[src/design/muv_pkg.sv]
`timescale 1ns / 1ps
`default_nettype none
// ----------------------------------------------------------------------------
// muv_pkg
// Shared types and constants for the modified UTF-8 string checker.
// ----------------------------------------------------------------------------
package muv_pkg;

   // byte class produced by the front end
   typedef enum logic [2:0] {
      KIND_ZERO  = 3'd0,
      KIND_ASCII = 3'd1,
      KIND_LEAD2 = 3'd2,
      KIND_LEAD3 = 3'd3,
      KIND_CONT  = 3'd4,
      KIND_BAD   = 3'd5
   } muv_kind_type;

   // classified word passed through the queue
   typedef struct packed {
      muv_kind_type kind;
      logic [5:0]   bits;
   } muv_item_type;

   localparam int unsigned ItemWidth = $bits(muv_item_type);

   localparam logic [7:0]  ContMask    = 8'hC0;
   localparam logic [7:0]  ContCode    = 8'h80;
   localparam logic [7:0]  Lead2Mask   = 8'hE0;
   localparam logic [7:0]  Lead2Code   = 8'hC0;
   localparam logic [7:0]  Lead3Mask   = 8'hF0;
   localparam logic [7:0]  Lead3Code   = 8'hE0;

   localparam logic [10:0] TwoMin      = 11'h080;
   localparam logic [15:0] ThreeMin    = 16'h0800;
   localparam logic [15:0] HighSurMin  = 16'hD800;
   localparam logic [15:0] LowSurMin   = 16'hDC00;
   localparam logic [15:0] LowSurMax   = 16'hDFFF;

endpackage : muv_pkg
`default_nettype wire

[src/design/muv_front.sv]
`timescale 1ns / 1ps
`default_nettype none
// ----------------------------------------------------------------------------
// muv_front
// Accepts string bytes and classifies each one into a word for the queue.
// ----------------------------------------------------------------------------
module muv_front (
   input  wire logic                 req_valid,
   output logic                      req_ready,
   input  wire logic [7:0]           req_data_byte,
   output logic                      push,
   output muv_pkg::muv_item_type     push_item,
   input  wire logic                 q_full
);
   import muv_pkg::*;

   muv_kind_type kind;

   always_comb begin
      if (req_data_byte == 8'h00) begin
         kind = KIND_ZERO;
      end else if (!req_data_byte[7]) begin
         kind = KIND_ASCII;
      end else if ((req_data_byte & ContMask) == ContCode) begin
         kind = KIND_CONT;
      end else if ((req_data_byte & Lead2Mask) == Lead2Code) begin
         kind = KIND_LEAD2;
      end else if ((req_data_byte & Lead3Mask) == Lead3Code) begin
         kind = KIND_LEAD3;
      end else begin
         kind = KIND_BAD;
      end
   end

   assign req_ready      = !q_full;
   assign push           = req_valid && !q_full;
   assign push_item.kind = kind;
   assign push_item.bits = req_data_byte[5:0];

endmodule : muv_front
`default_nettype wire

[src/design/muv_queue.sv]
`timescale 1ns / 1ps
`default_nettype none
// ----------------------------------------------------------------------------
// muv_queue
// Two-entry queue of classified words between front and back.
// ----------------------------------------------------------------------------
module muv_queue (
   input  wire logic                 clock,
   input  wire logic                 reset,
   input  wire logic                 push,
   input  wire muv_pkg::muv_item_type push_item,
   output logic                      full,
   input  wire logic                 pop,
   output logic                      q_valid,
   output muv_pkg::muv_item_type     q_item
);
   import muv_pkg::*;

   muv_item_type slot_ff [2];
   logic         wr_ptr_ff, wr_ptr_in;
   logic         rd_ptr_ff, rd_ptr_in;
   logic [1:0]   count_ff, count_in;

   assign full    = (count_ff == 2'd2);
   assign q_valid = (count_ff != 2'd0);
   assign q_item  = slot_ff[rd_ptr_ff];

   always_comb begin
      wr_ptr_in = push ? !wr_ptr_ff : wr_ptr_ff;
      rd_ptr_in = pop ? !rd_ptr_ff : rd_ptr_ff;
      count_in  = count_ff + {1'b0, push} - {1'b0, pop};
   end

   always_ff @(posedge clock) begin
      if (reset) begin
         wr_ptr_ff <= 1'b0;
         rd_ptr_ff <= 1'b0;
         count_ff  <= 2'd0;
      end else begin
         wr_ptr_ff <= wr_ptr_in;
         rd_ptr_ff <= rd_ptr_in;
         count_ff  <= count_in;
      end
   end

   always_ff @(posedge clock) begin
      if (push) begin
         slot_ff[wr_ptr_ff] <= push_item;
      end
   end

endmodule : muv_queue
`default_nettype wire

[src/design/muv_back.sv]
`timescale 1ns / 1ps
`default_nettype none
// ----------------------------------------------------------------------------
// muv_back
// Sequence checker: walks the classified words and issues one verdict word
// per terminating zero.
// ----------------------------------------------------------------------------
module muv_back (
   input  wire logic                 clock,
   input  wire logic                 reset,
   input  wire logic                 q_valid,
   input  wire muv_pkg::muv_item_type q_item,
   output logic                      pop,
   output logic                      rsp_valid,
   input  wire logic                 rsp_ready,
   output logic                      rsp_string_valid
);
   import muv_pkg::*;

   typedef enum logic [6:0] {
      PH_IDLE     = 7'b0000001,
      PH_TWO_C1   = 7'b0000010,
      PH_THREE_C1 = 7'b0000100,
      PH_THREE_C2 = 7'b0001000,
      PH_LOW_LEAD = 7'b0010000,
      PH_LOW_C1   = 7'b0100000,
      PH_LOW_C2   = 7'b1000000
   } muv_phase_type;

   muv_phase_type phase_ff, phase_in;
   logic [9:0]    part_ff, part_in;
   logic          err_ff, err_in;
   logic          out_valid_ff, out_valid_in;
   logic          out_sv_ff, out_sv_in;

   logic          out_free;
   logic          is_cont;
   logic          fail;
   logic [10:0]   cp2;
   logic [15:0]   cp3;

   assign out_free = !out_valid_ff || rsp_ready;
   assign pop      = q_valid && ((q_item.kind != KIND_ZERO) || out_free);
   assign is_cont  = (q_item.kind == KIND_CONT);
   assign cp2      = {part_ff[4:0], q_item.bits};
   assign cp3      = {part_ff, q_item.bits};

   assign rsp_valid        = out_valid_ff;
   assign rsp_string_valid = out_sv_ff;

   always_comb begin
      phase_in     = phase_ff;
      part_in      = part_ff;
      err_in       = err_ff;
      out_valid_in = out_valid_ff && !rsp_ready;
      out_sv_in    = out_sv_ff;
      fail         = 1'b0;

      if (pop) begin
         if (q_item.kind == KIND_ZERO) begin
            out_valid_in = 1'b1;
            out_sv_in    = !err_ff && (phase_ff == PH_IDLE);
            phase_in     = PH_IDLE;
            part_in      = '0;
            err_in       = 1'b0;
         end else if (!err_ff) begin
            case (phase_ff)
               PH_IDLE: begin
                  case (q_item.kind)
                     KIND_ASCII: ;
                     KIND_LEAD2: begin
                        part_in  = {5'd0, q_item.bits[4:0]};
                        phase_in = PH_TWO_C1;
                     end
                     KIND_LEAD3: begin
                        part_in  = {6'd0, q_item.bits[3:0]};
                        phase_in = PH_THREE_C1;
                     end
                     default: fail = 1'b1;
                  endcase
               end
               PH_TWO_C1: begin
                  // C0 80 is the encoded zero; anything else below 0x80 is overlong
                  if (!is_cont || (cp2 != 11'd0 && cp2 < TwoMin)) begin
                     fail = 1'b1;
                  end else begin
                     phase_in = PH_IDLE;
                     part_in  = '0;
                  end
               end
               PH_THREE_C1, PH_LOW_C1: begin
                  if (!is_cont) begin
                     fail = 1'b1;
                  end else begin
                     part_in  = {part_ff[3:0], q_item.bits};
                     phase_in = (phase_ff == PH_THREE_C1) ? PH_THREE_C2 : PH_LOW_C2;
                  end
               end
               PH_THREE_C2: begin
                  if (!is_cont || cp3 < ThreeMin || cp3 >= LowSurMin) begin
                     // low surrogate range is above 0xDBFF and up to 0xDFFF
                     if (!is_cont || cp3 < ThreeMin || cp3 <= LowSurMax) begin
                        fail = 1'b1;
                     end else begin
                        phase_in = PH_IDLE;
                        part_in  = '0;
                     end
                  end else begin
                     part_in  = '0;
                     phase_in = (cp3 >= HighSurMin) ? PH_LOW_LEAD : PH_IDLE;
                  end
               end
               PH_LOW_LEAD: begin
                  if (q_item.kind != KIND_LEAD3) begin
                     fail = 1'b1;
                  end else begin
                     part_in  = {6'd0, q_item.bits[3:0]};
                     phase_in = PH_LOW_C1;
                  end
               end
               PH_LOW_C2: begin
                  if (!is_cont || cp3 < LowSurMin || cp3 > LowSurMax) begin
                     fail = 1'b1;
                  end else begin
                     phase_in = PH_IDLE;
                     part_in  = '0;
                  end
               end
               default: fail = 1'b1;
            endcase
            if (fail) begin
               err_in   = 1'b1;
               phase_in = PH_IDLE;
               part_in  = '0;
            end
         end
      end
   end

   always_ff @(posedge clock) begin
      if (reset) begin
         phase_ff     <= PH_IDLE;
         part_ff      <= '0;
         err_ff       <= 1'b0;
         out_valid_ff <= 1'b0;
      end else begin
         phase_ff     <= phase_in;
         part_ff      <= part_in;
         err_ff       <= err_in;
         out_valid_ff <= out_valid_in;
      end
   end

   always_ff @(posedge clock) begin
      out_sv_ff <= out_sv_in;
   end

endmodule : muv_back
`default_nettype wire

[src/design/modified_utf8_validator.sv]
`timescale 1ns / 1ps
`default_nettype none
// ----------------------------------------------------------------------------
// modified_utf8_validator
// Checks zero-terminated byte strings as Java modified UTF-8.
// ----------------------------------------------------------------------------
//   channel | ports                               | carries
//   --------+-------------------------------------+---------------------------
//   req     | req_valid, req_ready, req_data_byte | one string byte per word
//   rsp     | rsp_valid, rsp_ready, rsp_string_valid | verdict, one per zero byte
//
// One byte per cycle sustained. A byte is classified on entry and lands in a
// two-entry queue; the sequence checker drains one word per cycle. A zero byte
// passes a queue slot and then the verdict register before it is presented.
// The checker stalls only on a zero byte whose verdict register is still
// occupied; nonzero bytes keep draining. Once the queue has filled, the input
// takes a one-cycle gap as it starts to drain. Reset (synchronous) empties the
// queue and clears checker state; the verdict bit and queue slots keep theirs.
// ----------------------------------------------------------------------------
module modified_utf8_validator (
   input  wire logic       clock,
   input  wire logic       reset,
   input  wire logic       req_valid,
   output logic            req_ready,
   input  wire logic [7:0] req_data_byte,
   output logic            rsp_valid,
   input  wire logic       rsp_ready,
   output logic            rsp_string_valid
);
   import muv_pkg::*;

   logic         push;
   muv_item_type push_item;
   logic         q_full;
   logic         pop;
   logic         q_valid;
   muv_item_type q_item;

   muv_front u_front (
      .req_valid     (req_valid),
      .req_ready     (req_ready),
      .req_data_byte (req_data_byte),
      .push          (push),
      .push_item     (push_item),
      .q_full        (q_full)
   );

   muv_queue u_queue (
      .clock     (clock),
      .reset     (reset),
      .push      (push),
      .push_item (push_item),
      .full      (q_full),
      .pop       (pop),
      .q_valid   (q_valid),
      .q_item    (q_item)
   );

   muv_back u_back (
      .clock            (clock),
      .reset            (reset),
      .q_valid          (q_valid),
      .q_item           (q_item),
      .pop              (pop),
      .rsp_valid        (rsp_valid),
      .rsp_ready        (rsp_ready),
      .rsp_string_valid (rsp_string_valid)
   );

endmodule : modified_utf8_validator
`default_nettype wire

[config.mk]
export PLATFORM = sky130hd
export DESIGN_NAME = modified_utf8_validator
export DESIGN_NICKNAME = d
export VERILOG_FILES = /design/src/design/muv_pkg.sv /design/src/design/muv_front.sv /design/src/design/muv_queue.sv /design/src/design/muv_back.sv /design/src/design/modified_utf8_validator.sv
export SDC_FILE = /design/constraint.sdc
export NUM_CORES = 1
export LEC_CHECK = 0
export ABC_AREA = 1
export BUFFER_PORTS_ARGS = -buffer_cell sky130_fd_sc_hd__buf_2
export CAP_MARGIN = 20
export CORE_AREA = 2 2 97 99
export CTS_CLUSTER_DIAMETER = 100
export DETAILED_ROUTE_END_ITERATION = 6
export DIE_AREA = 0 0 99 101
export PLACE_DENSITY = 0.4
export SLEW_MARGIN = 20
export SYNTH_ARGS = -nofsm -noshare
export SYNTH_HDL_FRONTEND = slang
export SYNTH_SLANG_ARGS = --single-unit
export TNS_END_PERCENT = 10
[constraint.sdc]
create_clock -name clock -period 4.9 [get_ports clock]
set_input_delay 0.49 -clock clock [delete_from_list [all_inputs] [get_ports clock]]
set_output_delay 0.49 -clock clock [all_outputs]
set_load 0.005 [all_outputs]
==> results of run 1 <==
==> critical path: stages, from the launching register on <==
cell and delay [ns]:
dfxtp_1 0.67, inv_2 0.18, nand2_2 0.12, nand2_4 0.05, inv_2 0.07, nand3_1 0.11, nor2_1 0.15, o21ai_1 0.09
nand2_1 0.06, nand2_1 0.10, inv_2 0.17, nand3_2 0.25, nand2_2 0.30, inv_2 0.19, nand2_1 0.09, nand3_1 0.06
==> power by group <==
part	total, mW	leakage, nW	internal, mW	switching, mW
sequential	0.522	0.375	0.461	0.0612
clock	0.243	0.0516	0.115	0.128
combinational	0.763	0.862	0.255	0.508
==> cells in the mapped netlist, drive strengths merged <==
cell / number / area share
nand3: 31 / 0.068
nand2: 95 / 0.16
or2: 1 / 0.0026
dfxtp: 24 / 0.20
o21a: 1 / 0.0062
a21oi: 11 / 0.024
nor3: 2 / 0.0041
xor2: 1 / 0.0036
nor2: 76 / 0.13
o21ai: 13 / 0.028
nor4: 3 / 0.0077
edfxtp: 19 / 0.23
inv: 57 / 0.088
ha: 2 / 0.010
nand4: 5 / 0.013
buf: 7 / 0.022
==> layout make-up <==
type	instances	area share
Clock buffer	6	0.0307
Tap cell	111	0.0516
Clock inverter	2	0.00511
Multi-Input combinational cell	241	0.415
Timing Repair Buffer	15	0.0279
Inverter	57	0.0795
Sequential cell	43	0.390
==> layer usage <==
metal  up-vias  track usage
li1       1111            -
met4         0       0.0285
met2        16        0.201
met3         2       0.0250
met5         -            0
met1       855        0.155
==> sequential cells by signal, indices dropped and copies added (netlist names), named ones only <==
| register | cells |
|---|---|
| u_queue.slot_ff | 18 |
| u_back.part_ff | 10 |
| u_back.phase_ff | 7 |
| u_queue.count_ff | 2 |
| u_back.err_ff | 1 |
| u_back.rsp_string_valid | 1 |
| u_back.rsp_valid | 1 |
| u_queue.rd_ptr_ff | 1 |
| u_queue.wr_ptr_ff | 1 |
==> through the flow <==
step / power, mW / cells / hold slack (ns)
3_3_place_gp: 1.31 / 466 / 0.439
4_1_cts: 1.55 / 474 / 0.383
5_1_grt: 1.70 / 475 / 0.390
6_report: 1.53 / 475 / 0.393
3_5_place_dp: 1.30 / 466 / 0.445
2_1_floorplan: 1.17 / 348 / 0.425
==> final timing paths <==
path / slack [ns] / from / depth (start not counted) / end
worst min-delay path: 0.39 / reset / 2 / u_back.part_ff[5]$_SDFFE_PP0P_
worst max register to register: 2.11 / register / 15 / u_back.phase_ff[0]$_SDFFE_PP1P_
worst min register to register: 0.46 / u_queue.rd_ptr_ff$_SDFFE_PP0P_ / 1 / u_queue.rd_ptr_ff$_SDFFE_PP0P_
worst max-delay path: 2.11 / register / 15 / u_back.phase_ff[0]$_SDFFE_PP1P_
==> cell families (layout without fill, tap and decap cells) <==
group,Yosys count,count (layout),synth area share
and+or+nand+nor,213,213,0.386
buffers and inverters,64,80,0.110
DFF,43,43,0.431
AOI/OAI and AO/OA,25,25,0.0585
adders and majority gates,2,2,0.0103
xor gates and xnor gates,1,1,0.00360
==> metrics.txt, run 1 <==
status complete, no violations; setup TNS 0 ns; Layout Nets 377; initial core utilization 0.271; Req. time, crit path 5.06 ns; DR iter-0 viols 83; CTS tree done; crit path DAT 2.96 ns; cells after synthesis 348; Clock transition at path regs about 0.090 ns; max_cap viols 0; syn_nets 362; core box area approximately 9000 um^2; clk_lat worst skew 0.30 ns; I/O Buffers 14; Netlist cell types 26; crit-path max FO 13; vias 1984; Final Cycle Share 0.570; TritonCTS buffer count 5; Rows 35; Yosys reg bits between 40 and 50; Lkg Pwr between 1 and 1.5 nW; clock root cell clkbuf_8; Tmin final 2.79 ns; Vias/cell 4.18; Max Clk Rate between 300 and 400 MHz; DIE AREA between 9000 and 10000 um^2; # DRC 0; worst rel slew slack 0.462; cell area after layout ~2700 um^2; unrepaired setup endpoints after global routing false; Seq/Total Area, Yosys 0.431; Worst Hold Class input pin to register; antenna-violating nets left 0; post-DP HPWL 4210 um; H-tree depth 2; Place WS 1.95 ns; routed length on met3 128 um; Die Span Y a little over 100 um; Mean Syn Cell Area 7.00 um^2; Max Slew Vio Count 0; PostCTS Resize Cnt 0; power per cell area 568 nW/um^2; WL/cell 11.3 um; most frequent cells in the layout nand2_1 (87), nor2_1 (63), inv_1 (52); Sink Count 43; fill count just over 1000; Area Growth Syn to Fin 10.5%; DIE WIDTH 99 um; crit path kind register to register; critical path endpoint category register; actual slew at the worst max-slew pin 0.804 ns; top routing layer used met4; Synth warnings 0; Max IR drop VDD 181 uV; vias in the first global route 1944; grt ovf 0; share of cells above drive strength 1 0.151; wl on met1 2740 um; largest net degree at the start of global routing 22; synthesized area 2440 um^2; first-pass GRT wire length 9430 um; worst setup margin 2.11 ns; postcts setup bufs 0; final setup skew 0.00966 ns; Fin. Hold Viols 0; post-cts hold buffer count 0; met2 wire length about 2500 um; most common cell after layout, fill and taps aside nand2_1; WL final 5360 um; Antenna Cells 0; GRT Util Overall 0.118; Final Core Density 0.300; Placed Area 2590 um^2; Max clock buf depth 2; 1st-pass router iterations 4; antenna violations before repair 0; # IOs 15; area of the multi-input gates 1120 um^2; Worst setup SP type register; gpl congestion 0.732; final setup fails 0; sequential cell area around 1100 um^2
(Power assumes the default switching activity.)
==> run 2, diff against run 1 <==
clock period = 2.8 ns   (was 4.9 ns; I/O delays follow)
==> run 2 against run 1 <==
Highest routed layer unchanged. Clock-buffer cell count shrank 1. Maximum frequency is 28% higher. Non-clock buffer count rose by 3. Register-to-register slack got worse by 1.5 ns. Critical endpoint unchanged. Clock power increased by 67%. Die area unchanged. Worst hold slack lost 0.23 ns. Sequential power grew 72%. First-iteration DRC count shrank 20%.
==> metrics.txt, run 2 (synthesized netlist as in run 1, its figures left out) <==
status complete, no violations (unchanged); crit-path max FO 11 (was 13); WL final 5560 um (was 5360 um); met2 wire length 2460 um (about the same); initial core utilization 0.271 (unchanged); Sw Pwr 1.27 mW (was 0.697 mW); CP Buf/Inv Count 3 (was 4); H-tree depth 2 (unchanged); setup TNS 0 ns (unchanged); max reg flops 18 (unchanged); biggest regs u_queue.slot_ff (18), u_back.part_ff (10), u_back.phase_ff (7) (unchanged); # IOs 15 (unchanged); area of the multi-input gates 1120 um^2 (unchanged); core box area 8980 um^2 (unchanged); final setup skew 0.0124 ns (was 0.00966 ns); worst rel slew slack 0.427 (was 0.462); Biggest register u_queue.slot_ff (unchanged); CP max stage cell dfxtp_1 (unchanged); worst setup margin 0.611 ns (was 2.11 ns); Max Clk Rate 457 MHz (was 358 MHz); actual slew at the worst max-slew pin 0.856 ns (was 0.804 ns); Max IR drop VDD 315 uV (was 181 uV); Req. time, crit path 2.96 ns (was 5.06 ns); TritonCTS buffer count 5 (unchanged); final non-filler cell total 478 (was 475); Clock transition at path regs 0.10 ns (was 0.09 ns); fill count 1002 (was 1017); Sink Count 43 (unchanged); # DRC 0 (unchanged); CP most frequent cell nand2_1 (was inv_2); internal power 1.47 mW (was 0.831 mW); Place WS 0.608 ns (was 1.95 ns); clock root cell clkbuf_8 (unchanged); WL/cell 11.6 um (was 11.3 um); power per cell area 1010 nW/um^2 (was 568 nW/um^2); postcts setup bufs 0 (unchanged); vias in the first global route 2027 (was 1944); share of cells above drive strength 1 0.155 (was 0.151); Net Sw Frac 0.462 (was 0.456); Lkg Pwr 1.29 nW (about the same); top routing layer used met4 (unchanged); CP top delay family simple AND/OR/NAND/NOR gates (unchanged); critical path endpoint category register (unchanged); Area Growth Syn to Fin 11.2% (was 10.5%); sequential cell area 1050 um^2 (unchanged); final setup fails 0 (unchanged); antenna violations before repair 0 (unchanged); Comb pwr share 0.524 (was 0.499); Max Slew Vio Count 0 (unchanged); Layout Nets 380 (was 377); Worst setup SP type register (unchanged); Antenna Cells 0 (unchanged); first-pass GRT wire length 9650 um (was 9430 um); clk_lat worst skew 0.30 ns (about the same); wl on met1 2910 um (was 2740 um); Fin. Hold Viols 0 (unchanged); routed length on met3 123 um (was 128 um); max_cap viols 0 (unchanged); Worst Hold Class input pin to register (unchanged); Tmin final 2.19 ns (was 2.79 ns); total power 2.74 mW (was 1.53 mW); crit path kind register to register (unchanged); Rows 35 (unchanged); gpl congestion 0.825 (was 0.732); CTS tree done (unchanged); Vias/cell 4.35 (was 4.18); Flop pwr share 0.327 (was 0.341); crit-path max cell delay 0.43 ns (was 0.67 ns); most frequent cells in the layout nand2_1 (87), nor2_1 (63), inv_1 (52) (unchanged); post-cts hold buffer count 0 (unchanged); largest net degree at the start of global routing 22 (unchanged); DIE WIDTH 99 um (unchanged); Die Span Y 101 um (unchanged); DR iter-0 viols 66 (was 83); clock network power share 0.149 (was 0.159); antenna-violating nets left 0 (unchanged); Final Cycle Share 0.782 (was 0.570); Inst Count DP 470 (was 466); most common cell after layout, fill and taps aside nand2_1 (unchanged); unrepaired setup endpoints after global routing false (unchanged); post-DP HPWL 4310 um (was 4210 um); Hold WS 0.166 ns (was 0.393 ns); GRT Util Overall 0.121 (was 0.118); PostCTS Resize Cnt 0 (unchanged); Max clock buf depth 2 (unchanged); I/O Buffers 14 (unchanged); DIE AREA 10000 um^2 (unchanged); 1st-pass router iterations 4 (unchanged); vias 2078 (was 1984); Worst Hold Launch reset (unchanged); worst-path cell chain buf_4 -> nand2_2 -> o21a_4 -> nor2_2 -> nand4_1 -> nand2_1 -> nand2_1 -> inv_2 -> nand3_2 -> nand2_2 -> inv_2 -> nand2_1 -> nand3_1 (was inv_2 -> nand2_2 -> nand2_4 -> inv_2 -> nand3_1 -> nor2_1 -> o21ai_1 -> nand2_1 -> nand2_1 -> inv_2 -> nand3_2 -> nand2_2 -> inv_2 -> nand2_1 -> nand3_1); grt ovf 0 (unchanged); crit path DAT 2.35 ns (was 2.96 ns)
[run 2: changes by cell type in the layout (fill, tap and decap cells not counted)]
cell / change
clkbuf_8: -1
buf_4: +4
buf_2: -1
clkinv_1: +1
clkinvlp_4: +1
clkinv_4: +1
clkinv_2: -1
inv_6: -1
[run 2: metal layers]
layer | vias to the layer above | global-route usage
li1 | 1117 | -
met1 | 927 | 0.159
met2 | 28 | 0.203
met3 | 6 | 0.0250
met4 | 0 | 0.0316
met5 | - | 0
[run 2: cell type report]
type / instances / share of cell area
multi-input cells: 241 / 0.412
inverters: 57 / 0.0789
well taps: 111 / 0.0512
clock buffers: 5 / 0.0254
clock inverters: 3 / 0.00739
repair buffers: 18 / 0.0369
flip-flops and latches: 43 / 0.388
[run 2: worst paths after layout]
kind	endpoint	slack (ns)	cells past startpoint
setup / recovery	u_back.phase_ff[0]$_SDFFE_PP1P_	0.61	13
hold / removal	u_back.part_ff[5]$_SDFFE_PP0P_	0.17	2
setup reg to reg	u_back.phase_ff[0]$_SDFFE_PP1P_	0.61	13
hold reg to reg	u_queue.rd_ptr_ff$_SDFFE_PP0P_	0.46	1
[run 2: metrics by stage]
stage	util	instance area [um^2]
after floorplan	-	2440
after global placement	0.292	2620
after detailed placement	0.292	2620
after CTS	0.302	2710
after global routing	0.302	2710
final	0.302	2710
[run 2: worst register-to-register path: stages (launching register included)]
cell and delay (ns):
dfxtp_1 0.43, buf_4 0.21, nand2_2 0.08, o21a_4 0.14
nor2_2 0.19, nand4_1 0.11, nand2_1 0.07, nand2_1 0.11
inv_2 0.17, nand3_2 0.13, nand2_2 0.09, inv_2 0.14
nand2_1 0.12, nand3_1 0.06
[run 2: power groups by stage]
| stage | combinational (mW) | clock [mW] | sequential, mW |
|---|---|---|---|
| global route | 1.67 | 0.456 | 0.914 |
| finish | 1.44 | 0.407 | 0.897 |
| global placement | 1.44 | 0 | 0.913 |
| CTS | 1.45 | 0.431 | 0.899 |
| floorplan | 1.17 | 0 | 0.888 |
| detailed placement | 1.44 | 0 | 0.912 |
